### src/hw/rtl/h2r_pkg.sv
package h2r_pkg;

    // Field widths of the color transactions.
    localparam int HUE_W  = 17;
    localparam int BYTE_W = 8;

    // Hue scaling: one degree is split into 2**HUE_FRAC_BITS steps.
    localparam int HUE_FRAC_BITS = 6;
    localparam int SECT_DEG      = 60;
    localparam int SECT_LEN      = SECT_DEG << HUE_FRAC_BITS;
    localparam int PERIOD        = 6 * SECT_LEN;

    // Whole periods added to the signed hue so that every code turns non-negative.
    localparam int HUE_OFS = ((2 ** (HUE_W - 1) + PERIOD - 1) / PERIOD) * PERIOD;
    localparam int HP_W    = 18;
    localparam int COARSE_W = HP_W - HUE_FRAC_BITS;
    localparam int POS_W   = 13;

    // Reciprocal of the sector width in whole degrees, exact for every coarse hue.
    localparam int RECIP_DEG    = 2185;
    localparam int RECIP_DEG_SH = 17;
    localparam int KSECT_W      = 6;

    // Reciprocal of six, exact for a sector count below 36.
    localparam int RECIP_SIX    = 43;
    localparam int RECIP_SIX_SH = 8;

    // Chroma and channel numerator widths.
    localparam int FULL_SCALE = 255;
    localparam int C2_W   = 16;
    localparam int BQ_W   = 17;
    localparam int PROD_W = 29;
    localparam int NUM_W  = 30;

    // The channel numerator is divided by 2 * 255 * SECT_LEN = 2**DIV_SH * DIV_K.
    localparam int DIV_SH       = 9;
    localparam int V_W          = NUM_W - DIV_SH;
    localparam int DIV_K        = (2 * FULL_SCALE * SECT_LEN) >> DIV_SH;
    localparam int DIV_RECIP    = 1122856;
    localparam int DIV_RECIP_SH = 32;
    localparam int Q0_W         = 10;

    // Number of register stages from input to output.
    localparam int STAGES = 7;

    // Sixty-degree hue sectors.
    typedef enum logic [2:0] {
        SEC_RED_YEL,
        SEC_YEL_GRN,
        SEC_GRN_CYN,
        SEC_CYN_BLU,
        SEC_BLU_MAG,
        SEC_MAG_RED
    } t_sector;

endpackage

### src/hw/rtl/h2r_ifs.sv
// Input channel: one HSL color and its alpha per transaction.
interface h2r_in_if;
    logic                valid;
    logic                ready;
    logic signed [16:0]  hue_angle;
    logic [7:0]          sat_level;
    logic [7:0]          light_level;
    logic [7:0]          alpha_in;

    modport source (output valid, hue_angle, sat_level, light_level, alpha_in,
                    input ready);
    modport sink (input valid, hue_angle, sat_level, light_level, alpha_in,
                  output ready);
endinterface

// Output channel: one RGB color and its alpha per transaction.
interface h2r_out_if;
    logic       valid;
    logic       ready;
    logic [7:0] red_out;
    logic [7:0] green_out;
    logic [7:0] blue_out;
    logic [7:0] alpha_out;

    modport source (output valid, red_out, green_out, blue_out, alpha_out,
                    input ready);
    modport sink (input valid, red_out, green_out, blue_out, alpha_out,
                  output ready);
endinterface

### src/hw/rtl/h2r_hue_sector.sv
module h2r_hue_sector
    import h2r_pkg::*;
(
    input  logic                    i_clk,
    input  logic                    i_en,
    input  logic signed [HUE_W-1:0] i_hue,
    output t_sector                 o_sector,
    output logic [POS_W-1:0]        o_pos
);

    logic [HP_W:0]             w_sum;
    logic [HP_W-1:0]           r_hp;
    logic [COARSE_W-1:0]       w_coarse;
    logic [22:0]               w_kprod;
    logic [KSECT_W-1:0]        r_ksect;
    logic [COARSE_W-1:0]       r_coarse;
    logic [HUE_FRAC_BITS-1:0]  r_frac;
    logic [COARSE_W-1:0]       w_kdeg;
    logic [COARSE_W-1:0]       w_rem;
    logic [COARSE_W-1:0]       w_k43;
    logic [KSECT_W-1:0]        w_turns;
    logic [KSECT_W-1:0]        w_secn;
    logic [POS_W-1:0]          w_pos_raw;
    logic [POS_W-1:0]          n_pos;
    t_sector                   r_sector;
    logic [POS_W-1:0]          r_pos;

    // Stage one: shift the signed hue up by whole periods into a non-negative range.
    assign w_sum = {{(HP_W + 1 - HUE_W){i_hue[HUE_W-1]}}, i_hue} + (HP_W + 1)'(HUE_OFS);

    always_ff @(posedge i_clk) begin
        if (i_en) begin
            r_hp <= w_sum[HP_W-1:0];
        end
    end

    // Stage two: whole degrees divided by the sector width, through a reciprocal.
    assign w_coarse = r_hp[HP_W-1:HUE_FRAC_BITS];
    assign w_kprod  = 23'(w_coarse) * 23'(RECIP_DEG);

    always_ff @(posedge i_clk) begin
        if (i_en) begin
            r_ksect  <= w_kprod[RECIP_DEG_SH +: KSECT_W];
            r_coarse <= w_coarse;
            r_frac   <= r_hp[HUE_FRAC_BITS-1:0];
        end
    end

    // Stage three: position inside the sector, and the sector count folded modulo six.
    assign w_kdeg    = COARSE_W'(r_ksect) * COARSE_W'(SECT_DEG);
    assign w_rem     = r_coarse - w_kdeg;
    assign w_pos_raw = POS_W'({w_rem[KSECT_W-1:0], r_frac});
    assign w_k43     = COARSE_W'(r_ksect) * COARSE_W'(RECIP_SIX);
    assign w_turns   = KSECT_W'(w_k43[COARSE_W-1:RECIP_SIX_SH]);
    assign w_secn    = r_ksect - KSECT_W'(w_turns * KSECT_W'(6));

    // Odd sectors measure the position from the far edge.
    always_comb begin
        if (w_secn[0]) begin
            n_pos = POS_W'(SECT_LEN) - w_pos_raw;
        end else begin
            n_pos = w_pos_raw;
        end
    end

    always_ff @(posedge i_clk) begin
        if (i_en) begin
            r_sector <= t_sector'(w_secn[2:0]);
            r_pos    <= n_pos;
        end
    end

    assign o_sector = r_sector;
    assign o_pos    = r_pos;

endmodule

### src/hw/rtl/h2r_byte_div.sv
module h2r_byte_div
    import h2r_pkg::*;
(
    input  logic              i_clk,
    input  logic              i_en,
    input  logic [V_W-1:0]    i_v,
    output logic [BYTE_W-1:0] o_byte
);

    logic [2*V_W-1:0]  w_prod;
    logic [Q0_W-1:0]   r_q0;
    logic [V_W-1:0]    r_v;
    logic [V_W-1:0]    w_back;
    logic [V_W-1:0]    w_rem;
    logic [Q0_W-1:0]   w_q;
    logic [BYTE_W-1:0] r_byte;

    // First stage: quotient estimate from the reciprocal, at most one too small.
    assign w_prod = (2 * V_W)'(i_v) * (2 * V_W)'(DIV_RECIP);

    always_ff @(posedge i_clk) begin
        if (i_en) begin
            r_q0 <= w_prod[DIV_RECIP_SH +: Q0_W];
            r_v  <= i_v;
        end
    end

    // Second stage: correct the estimate by one remainder check and clamp to a byte.
    assign w_back = V_W'(r_q0) * V_W'(DIV_K);
    assign w_rem  = r_v - w_back;
    assign w_q    = r_q0 + Q0_W'(w_rem >= V_W'(DIV_K));

    always_ff @(posedge i_clk) begin
        if (i_en) begin
            if (w_q > Q0_W'(FULL_SCALE)) begin
                r_byte <= BYTE_W'(FULL_SCALE);
            end else begin
                r_byte <= w_q[BYTE_W-1:0];
            end
        end
    end

    assign o_byte = r_byte;

endmodule

### src/hw/rtl/hsl_to_rgb_converter_core.sv
// Channel   Direction  Handshake     Payload
// i_pix     in         valid/ready   hue_angle, sat_level, light_level, alpha_in
// o_pix     out        valid/ready   red_out, green_out, blue_out, alpha_out
//
// A color can enter every cycle while the output is not held; throughput is then one per clock.
// The depth is set by the hue divider (three stages), the chroma products and channel
// sum (two stages) and the byte divider with its correction (two stages).
// Reset clears only the stage valid bits; data registers hold whatever they last held.
// When the output is held, every stage freezes together, so nothing is dropped or repeated.
module hsl_to_rgb_converter_core
    import h2r_pkg::*;
(
    input  logic       i_clk,
    input  logic       i_rst_n,
    h2r_in_if.sink     i_pix,
    h2r_out_if.source  o_pix
);

    logic                  w_en;
    logic [STAGES-1:0]     r_vld;
    logic [BYTE_W-1:0]     r_alpha [STAGES];

    logic [BYTE_W-1:0]     w_dist;
    logic [C2_W-1:0]       w_c2;
    logic [C2_W-1:0]       r1_c2;
    logic [BYTE_W-1:0]     r1_light;
    logic [BQ_W-1:0]       w_bq;
    logic [C2_W-1:0]       r2_c2;
    logic [BQ_W-1:0]       r2_bq;
    logic [C2_W-1:0]       r3_c2;
    logic [BQ_W-1:0]       r3_bq;

    t_sector               w_sector;
    logic [POS_W-1:0]      w_pos;

    logic [PROD_W-1:0]     r4_cn;
    logic [PROD_W-1:0]     r4_xn;
    logic [PROD_W-1:0]     r4_base;
    t_sector               r4_sector;

    logic [PROD_W-1:0]     w_sel_r;
    logic [PROD_W-1:0]     w_sel_g;
    logic [PROD_W-1:0]     w_sel_b;
    logic [NUM_W-1:0]      w_num_r;
    logic [NUM_W-1:0]      w_num_g;
    logic [NUM_W-1:0]      w_num_b;
    logic [V_W-1:0]        r5_v_r;
    logic [V_W-1:0]        r5_v_g;
    logic [V_W-1:0]        r5_v_b;

    // The whole pipeline advances unless a finished result is being held.
    assign w_en        = !r_vld[STAGES-1] || o_pix.ready;
    assign i_pix.ready = w_en;

    // Valid bits travel with the data.
    always_ff @(posedge i_clk) begin
        if (!i_rst_n) begin
            r_vld <= '0;
        end else if (w_en) begin
            r_vld <= {r_vld[STAGES-2:0], i_pix.valid};
        end
    end

    // Alpha rides along the stages unchanged.
    always_ff @(posedge i_clk) begin
        if (w_en) begin
            r_alpha[0] <= i_pix.alpha_in;
            for (int k = 1; k < STAGES; k++) begin
                r_alpha[k] <= r_alpha[k-1];
            end
        end
    end

    // Stage one: chroma numerator (255 - |2L - 255|) * S.
    always_comb begin
        if (i_pix.light_level[BYTE_W-1]) begin
            w_dist = BYTE_W'({i_pix.light_level, 1'b0} - 9'(FULL_SCALE));
        end else begin
            w_dist = BYTE_W'(9'(FULL_SCALE) - {i_pix.light_level, 1'b0});
        end
    end

    assign w_c2 = C2_W'(BYTE_W'(FULL_SCALE) - w_dist) * C2_W'(i_pix.sat_level);

    always_ff @(posedge i_clk) begin
        if (w_en) begin
            r1_c2    <= w_c2;
            r1_light <= i_pix.light_level;
        end
    end

    // Stage two: lightness term of m plus the rounding half, 510 L + 255 - C2.
    assign w_bq = BQ_W'(r1_light) * BQ_W'(2 * FULL_SCALE) + BQ_W'(FULL_SCALE) - BQ_W'(r1_c2);

    always_ff @(posedge i_clk) begin
        if (w_en) begin
            r2_c2 <= r1_c2;
            r2_bq <= w_bq;
        end
    end

    // Stage three: carry chroma alongside the hue sector search.
    always_ff @(posedge i_clk) begin
        if (w_en) begin
            r3_c2 <= r2_c2;
            r3_bq <= r2_bq;
        end
    end

    h2r_hue_sector u_sector (
        .i_clk    (i_clk),
        .i_en     (w_en),
        .i_hue    (i_pix.hue_angle),
        .o_sector (w_sector),
        .o_pos    (w_pos)
    );

    // Stage four: chroma, x and base numerators over 2 * 65025 * sector length.
    always_ff @(posedge i_clk) begin
        if (w_en) begin
            r4_cn     <= PROD_W'(r3_c2) * PROD_W'(2 * SECT_LEN);
            r4_xn     <= PROD_W'(r3_c2) * PROD_W'({w_pos, 1'b0});
            r4_base   <= PROD_W'(r3_bq) * PROD_W'(SECT_LEN);
            r4_sector <= w_sector;
        end
    end

    // Stage five: place chroma and x on the channels by sector and add the base.
    always_comb begin
        unique case (r4_sector)
            SEC_RED_YEL: begin
                w_sel_r = r4_cn;
                w_sel_g = r4_xn;
                w_sel_b = '0;
            end
            SEC_YEL_GRN: begin
                w_sel_r = r4_xn;
                w_sel_g = r4_cn;
                w_sel_b = '0;
            end
            SEC_GRN_CYN: begin
                w_sel_r = '0;
                w_sel_g = r4_cn;
                w_sel_b = r4_xn;
            end
            SEC_CYN_BLU: begin
                w_sel_r = '0;
                w_sel_g = r4_xn;
                w_sel_b = r4_cn;
            end
            SEC_BLU_MAG: begin
                w_sel_r = r4_xn;
                w_sel_g = '0;
                w_sel_b = r4_cn;
            end
            default: begin
                w_sel_r = r4_cn;
                w_sel_g = '0;
                w_sel_b = r4_xn;
            end
        endcase
    end

    assign w_num_r = NUM_W'(r4_base) + NUM_W'(w_sel_r);
    assign w_num_g = NUM_W'(r4_base) + NUM_W'(w_sel_g);
    assign w_num_b = NUM_W'(r4_base) + NUM_W'(w_sel_b);

    always_ff @(posedge i_clk) begin
        if (w_en) begin
            r5_v_r <= w_num_r[NUM_W-1:DIV_SH];
            r5_v_g <= w_num_g[NUM_W-1:DIV_SH];
            r5_v_b <= w_num_b[NUM_W-1:DIV_SH];
        end
    end

    // Stages six and seven: one divider per channel, the last register drives the output.
    h2r_byte_div u_div_r (
        .i_clk  (i_clk),
        .i_en   (w_en),
        .i_v    (r5_v_r),
        .o_byte (o_pix.red_out)
    );

    h2r_byte_div u_div_g (
        .i_clk  (i_clk),
        .i_en   (w_en),
        .i_v    (r5_v_g),
        .o_byte (o_pix.green_out)
    );

    h2r_byte_div u_div_b (
        .i_clk  (i_clk),
        .i_en   (w_en),
        .i_v    (r5_v_b),
        .o_byte (o_pix.blue_out)
    );

    assign o_pix.valid     = r_vld[STAGES-1];
    assign o_pix.alpha_out = r_alpha[STAGES-1];

    // A held result must block new input.
    a_stall_blocks_input: assert property (@(posedge i_clk) disable iff (!i_rst_n)
        o_pix.valid && !o_pix.ready |-> !i_pix.ready)
        else $error("input accepted while the output is held");

    // An accepted transaction occupies the first stage on the next cycle.
    a_accept_fills_stage: assert property (@(posedge i_clk) disable iff (!i_rst_n)
        i_pix.valid && i_pix.ready |=> r_vld[0])
        else $error("accepted transaction missing from the first stage");

    // A frozen pipeline keeps every valid bit.
    a_freeze_holds_valid: assert property (@(posedge i_clk) disable iff (!i_rst_n)
        !w_en |=> $stable(r_vld))
        else $error("valid bits moved during a stall");

    // The folded sector position never exceeds one sector.
    a_pos_in_sector: assert property (@(posedge i_clk) disable iff (!i_rst_n)
        r_vld[2] |-> w_pos <= POS_W'(SECT_LEN))
        else $error("sector position out of range");

endmodule
### src/flat_wrapper.sv
// flat-port wrapper written by rule: the top's interface ports become plain ports
module hsl_to_rgb_converter_core_flat import h2r_pkg::*;
  (i_clk, i_rst_n, i_pix_valid, i_pix_hue_angle, i_pix_sat_level, i_pix_light_level, i_pix_alpha_in, i_pix_ready, o_pix_valid, o_pix_red_out, o_pix_green_out, o_pix_blue_out, o_pix_alpha_out, o_pix_ready);
  h2r_in_if i_pix_i ();
  h2r_out_if o_pix_i ();
  input  logic i_clk;
  input  logic i_rst_n;
  input wire logic [$bits(i_pix_i.valid)-1:0] i_pix_valid;
  input wire logic [$bits(i_pix_i.hue_angle)-1:0] i_pix_hue_angle;
  input wire logic [$bits(i_pix_i.sat_level)-1:0] i_pix_sat_level;
  input wire logic [$bits(i_pix_i.light_level)-1:0] i_pix_light_level;
  input wire logic [$bits(i_pix_i.alpha_in)-1:0] i_pix_alpha_in;
  output wire logic [$bits(i_pix_i.ready)-1:0] i_pix_ready;
  output wire logic [$bits(o_pix_i.valid)-1:0] o_pix_valid;
  output wire logic [$bits(o_pix_i.red_out)-1:0] o_pix_red_out;
  output wire logic [$bits(o_pix_i.green_out)-1:0] o_pix_green_out;
  output wire logic [$bits(o_pix_i.blue_out)-1:0] o_pix_blue_out;
  output wire logic [$bits(o_pix_i.alpha_out)-1:0] o_pix_alpha_out;
  input wire logic [$bits(o_pix_i.ready)-1:0] o_pix_ready;
  assign i_pix_i.valid = i_pix_valid;
  assign i_pix_i.hue_angle = i_pix_hue_angle;
  assign i_pix_i.sat_level = i_pix_sat_level;
  assign i_pix_i.light_level = i_pix_light_level;
  assign i_pix_i.alpha_in = i_pix_alpha_in;
  assign i_pix_ready = i_pix_i.ready;
  assign o_pix_valid = o_pix_i.valid;
  assign o_pix_red_out = o_pix_i.red_out;
  assign o_pix_green_out = o_pix_i.green_out;
  assign o_pix_blue_out = o_pix_i.blue_out;
  assign o_pix_alpha_out = o_pix_i.alpha_out;
  assign o_pix_i.ready = o_pix_ready;
  hsl_to_rgb_converter_core u_core (.i_clk(i_clk), .i_rst_n(i_rst_n), .i_pix(i_pix_i), .o_pix(o_pix_i));
endmodule
### config.mk
export PLATFORM = sky130hd
export DESIGN_NAME = hsl_to_rgb_converter_core_flat
export DESIGN_NICKNAME = d
export VERILOG_FILES = /design/src/hw/rtl/h2r_pkg.sv /design/src/hw/rtl/h2r_ifs.sv /design/src/hw/rtl/h2r_hue_sector.sv /design/src/hw/rtl/h2r_byte_div.sv /design/src/hw/rtl/hsl_to_rgb_converter_core.sv /design/src/flat_wrapper.sv
export SDC_FILE = /design/constraint.sdc
export NUM_CORES = 2
export LEC_CHECK = 0
export ABC_CLOCK_PERIOD_IN_PS = 15400
export BUFFER_PORTS_ARGS = -buffer_cell sky130_fd_sc_hd__buf_2
export CAP_MARGIN = 20
export CORE_MARGIN = 2
export CORE_UTILIZATION = 60
export DETAILED_ROUTE_END_ITERATION = 12
export GPL_ROUTABILITY_DRIVEN = 1
export PLACE_DENSITY = 0.86
export REMOVE_ABC_BUFFERS = 1
export SLEW_MARGIN = 10
export SYNTH_ARGS = -nofsm -noshare
export SYNTH_HDL_FRONTEND = slang
export SYNTH_HIERARCHICAL = 1
export SYNTH_SLANG_ARGS = --single-unit
### constraint.sdc
create_clock -name i_clk -period 15.4 [get_ports i_clk]
set_input_delay 1.54 -clock i_clk [delete_from_list [all_inputs] [get_ports i_clk]]
set_output_delay 1.54 -clock i_clk [all_outputs]
set_load 0.01 [all_outputs]
==> results summary <==
In this run the critical register-to-register path is captured at u_core/u_div_g/o_byte[4]. The number of clock sinks is 443. The post-CTS clock slew at the launch and capture registers of the worst setup and hold paths is 60 ps. The data required time at the worst endpoint came out at around 16,000 ps. The most used flip-flop cell after synthesis is edfxtp_1.

After detailed routing, the number of remaining DRC violations is 0. The largest net degree at the start of global routing is 111. The cell area after synthesis is 55,000 um^2. During I/O placement, the number of pins put on the boundary was 79. The placer congestion estimate is 0.937.

The setup total negative slack is 0 ps. Of the cells placed in the final design, the portion with a size suffix greater than 1 is 0.0426. The final worst-path cycle share came out at 0.468.

The maximum buffer depth of the clock tree came out at 3. The die height came out at 307 um. The average footprint of a synthesized cell is 10.4 um^2. The met2 layer usage reported by global route came out at 0.455. In this run the worst setup path terminates at u_core/u_div_g/o_byte[4].

Hold repair after CTS inserted 0 buffers. The residual antenna-violating net count after detailed routing is 0. The busiest layer in global routing is met2.

The effective utilization at floorplan came out at 0.603. The via count is 37,300. The async set-or-reset flop fraction in the synthesized netlist came out at 0.

Timing would allow up to between 100 and 150 MHz. The length of the first detailed-routing pass in iterations is 7. The worst hold path was traced through 0 stages. The min-delay analysis places its worst path in the category flip-flop to flip-flop.

In this run the post-CTS setup repair buffer count came out at 0. The net count of the finished layout came out at 7,053. The region available for standard cell placement spans 91,200 um^2. For this design, the slowest cell found on the critical path is fa_1. The worst-case register-to-register setup slack came out at 8200 ps. The number of violations reported at the end of detailed-routing iteration 0 came out at around 2,100. The worst setup path is of the flip-flop to flip-flop kind.

The peak fanout along the critical path came out at 10. The run finished with clean final reports. The clock skew after layout came out at 36.5 ps.

The port buffer count came out at 78. The TritonCTS clock tree is yes. The floorplan die width came out at roughly 310 um. The worst setup timing slack at the placement stage is 8250 ps. Setup slack on the critical path of the routed design comes to 8200 ps. The sequential share of the synthesized area came out at 0.241. The total of max-cap violations is 0. The half-perimeter wire length after placement is 91,500 um. The area overhead of the layout relative to synthesis came out at 6.42%. The Yosys step of the flow raised 6 warnings.

The met3 capacity usage during global routing is 0.0287. The final max-slew violation count is 0. For the worst setup path, the data arrival time is approximately 7600 ps. The kind of end point of the critical path is a flip-flop. Setup violations remaining at the end of the flow were counted as 0. CTS built an H-tree with a depth of 2. The initial antenna violation count came out at 1. The delay of the slowest critical-path stage came out at 580 ps.

The clock period could shrink to a little over 7000 ps. The origin of the critical flop-to-flop path is u_core/u_div_g/r_q0[1]. The number of antenna diodes in the final layout is 0. The instance count of the mapped netlist came out at around 5,300. The number of cells on the worst reg-to-reg path is 26. STA classifies the critical path startpoint as a flip-flop.

For met1 alone, demand over resource in global routing was 0.294. The post-detailed-route wirelength per cell came out at roughly 17 um. The clock insertion delay at the later pin of the skew report came out at 670 ps. The tree is rooted in a clkbuf_16.

The wire length reported by the detailed router is 114,000 um. The count of fill cells added during filler insertion is 6,721. The wire length of the first global-routing pass came out at 190,000 um.

The number of cell rows came out at between 100 and 150. At the pin with the least slew margin, the transition time is a little over 1000 ps. After detailed routing, the number of vias per cell comes to between 5 and 6. The die area came out at 94,100 um^2. The worst slew margin relative to its limit is 0.317. The number of clock buffers added by TritonCTS is 53. The number of distinct library cell variants in the gate-level netlist after synthesis came out at 96. The worst hold slack across all endpoints came out at between 400 and 500 ps.

The aggregate global-route resource usage is 0.249. The total of cells resized after clock tree synthesis came out at 0. The count of flip-flops with a built-in enable after synthesis is 436.

Setup repair after global routing left no endpoint under its margin. The number of global-route vias before repair came out at 39,800. Tracing the worst setup path back leads to its startpoint at u_core/u_div_g/r_q0[1].

The count of final hold-check violations came out at 0. Summed over all layers, the global routing overflow is 0. In this run, synthesis produced a sequential element count of 443.
-- state kept, by name (all words and copies together) (netlist names), 19 cells and up --
name and count:
u_core/u_div_r/r_v 21, u_core/r4_base 20, u_core/r5_v_b 21, u_core/r4_xn 21, u_core/u_div_b/r_v 21, u_core/r_alpha 56, u_core/r5_v_r 21, u_core/r5_v_g 21
u_core/u_div_g/r_v 21, u_core/r4_cn 19
-- Yosys cell counts, drive strengths merged (5+ instances only) --
| master | instances | share of area |
|---|---|---|
| a31oi | 16 | 0.0024 |
| nand3 | 50 | 0.0046 |
| nand2b | 23 | 0.0026 |
| nor2b | 33 | 0.0038 |
| dfxtp | 7 | 0.0025 |
| a211o | 13 | 0.0021 |
| nand4 | 28 | 0.0033 |
| and4 | 10 | 0.0016 |
| and3 | 17 | 0.0019 |
| a21o | 84 | 0.011 |
| o31ai | 12 | 0.0016 |
| a41oi | 7 | 0.0013 |
| o41ai | 5 | 0.00093 |
| and2 | 129 | 0.015 |
| mux2i | 9 | 0.0016 |
| a221oi | 6 | 0.00096 |
| clkbuf | 51 | 0.0035 |
| a31o | 8 | 0.0013 |
| xnor2 | 191 | 0.030 |
| inv | 1163 | 0.079 |
| or3 | 16 | 0.0018 |
| o21bai | 26 | 0.0036 |
| o21ai | 142 | 0.013 |
| a21boi | 16 | 0.0022 |
| edfxtp | 436 | 0.24 |
| nor3 | 51 | 0.0046 |
| o21a | 33 | 0.0045 |
| o31a | 9 | 0.0014 |
| fa | 603 | 0.22 |
| o211ai | 25 | 0.0035 |
| or2 | 14 | 0.0017 |
| nor2 | 146 | 0.010 |
| xor2 | 90 | 0.014 |
| a211oi | 28 | 0.0041 |
| ha | 1046 | 0.24 |
| buf | 8 | 0.00086 |
| o311ai | 8 | 0.0013 |
| a21oi | 232 | 0.021 |
| nand2 | 370 | 0.025 |
| or4 | 5 | 0.00075 |
| a22o | 22 | 0.0035 |
| o22ai | 12 | 0.0014 |
| nor4 | 8 | 0.0017 |
| a2111oi | 9 | 0.0019 |
-- worst min-delay path by stage --
stage | from | slack (ps) | endpoint
detailed placement | u_core/r2_bq[2] | 400 | u_core/r3_bq[2]
finish | u_core/r_alpha[0][5] | 420 | u_core/r_alpha[1][5]
global route | u_core/r_alpha[0][5] | 420 | u_core/r_alpha[1][5]
floorplan | u_core/r2_bq[10] | 400 | u_core/r3_bq[10]
CTS | u_core/r2_c2[7] | 420 | u_core/r3_c2[7]
global placement | u_core/r2_bq[4] | 400 | u_core/r3_bq[4]
-- layout make-up --
class	instances	area, um^2	area share
multi-input cells	3607	37100	0.635
flip-flops and latches	443	13200	0.226
inverters	1163	4370	0.0747
well taps	1186	1480	0.0254
clock buffers	60	1350	0.0231
repair buffers	91	488	0.00834
clock inverters	39	439	0.00750
-- routing by layer --
layer,up-vias,part of all wire
li1,17600,-
met1,18200,0.40
met2,1077,0.51
met3,319,0.045
met4,2,0.042
met5,-,0.00011
-- cell usage in the layout (no fill, tap or decap), types with 10 or more instances in the layout --
| cell type | netlist | final |
|---|---|---|
| o21bai_1 | 25 | 25 |
| ha_1 | 1046 | 1046 |
| nand3_1 | 50 | 50 |
| buf_4 | 1 | 13 |
| nor3_1 | 51 | 51 |
| a22o_1 | 22 | 22 |
| a21o_1 | 83 | 83 |
| nand2_1 | 370 | 370 |
| o31ai_1 | 12 | 12 |
| o211ai_1 | 24 | 24 |
| xnor2_1 | 191 | 191 |
| nor2b_1 | 33 | 33 |
| xor2_1 | 90 | 90 |
| and2_1 | 129 | 129 |
| buf_2 | 5 | 78 |
| and4_1 | 10 | 10 |
| o21ai_1 | 13 | 13 |
| a211oi_1 | 25 | 25 |
| edfxtp_1 | 436 | 436 |
| and3_1 | 17 | 17 |
| o22ai_1 | 12 | 12 |
| nand4_1 | 27 | 27 |
| a211o_1 | 13 | 13 |
| fa_1 | 603 | 603 |
| nand2b_1 | 23 | 23 |
| clkbuf_16 | 0 | 53 |
| a31oi_1 | 14 | 14 |
| inv_1 | 1163 | 1162 |
| o21ai_0 | 129 | 129 |
| nor2_1 | 145 | 145 |
| or3_1 | 16 | 16 |
| o21a_1 | 33 | 33 |
| a21boi_0 | 15 | 15 |
| a21oi_1 | 228 | 228 |
| or2_2 | 11 | 11 |
-- through the flow --
step                      std cells   util  cell area [um^2]
final                          6589  0.641             58500
after global routing           6589  0.641             58500
after CTS                      6589  0.641             58500
after detailed placement       6490  0.622             56700
after global placement         6490  0.622             56700
after floorplan                5213      -             54700
-- worst max-delay path, delay by kind of cell (launching register included) --
kind | cells | cell delay (ps)
AOI/OAI and AO/OA | 5 | 1170
xor gates and xnor gates | 2 | 230
adders and majority gates | 8 | 3040
buffers and inverters | 5 | 400
DFF | 1 | 510
and+or+nand+nor | 6 | 1570
-- logic make-up after synthesis --
family / share of synthesized area
flip-flops: 0.241
multiplexers: 0.00239
XOR/XNOR: 0.0448
buffers and inverters: 0.0837
adder cells (fa/ha/maj): 0.458
AND/OR/NAND/NOR: 0.0807
AO/OA/AOI/OAI: 0.0902
Power is not shown: default switching activity piles up to over one toggle a cycle in this logic, so the estimate is an artifact.
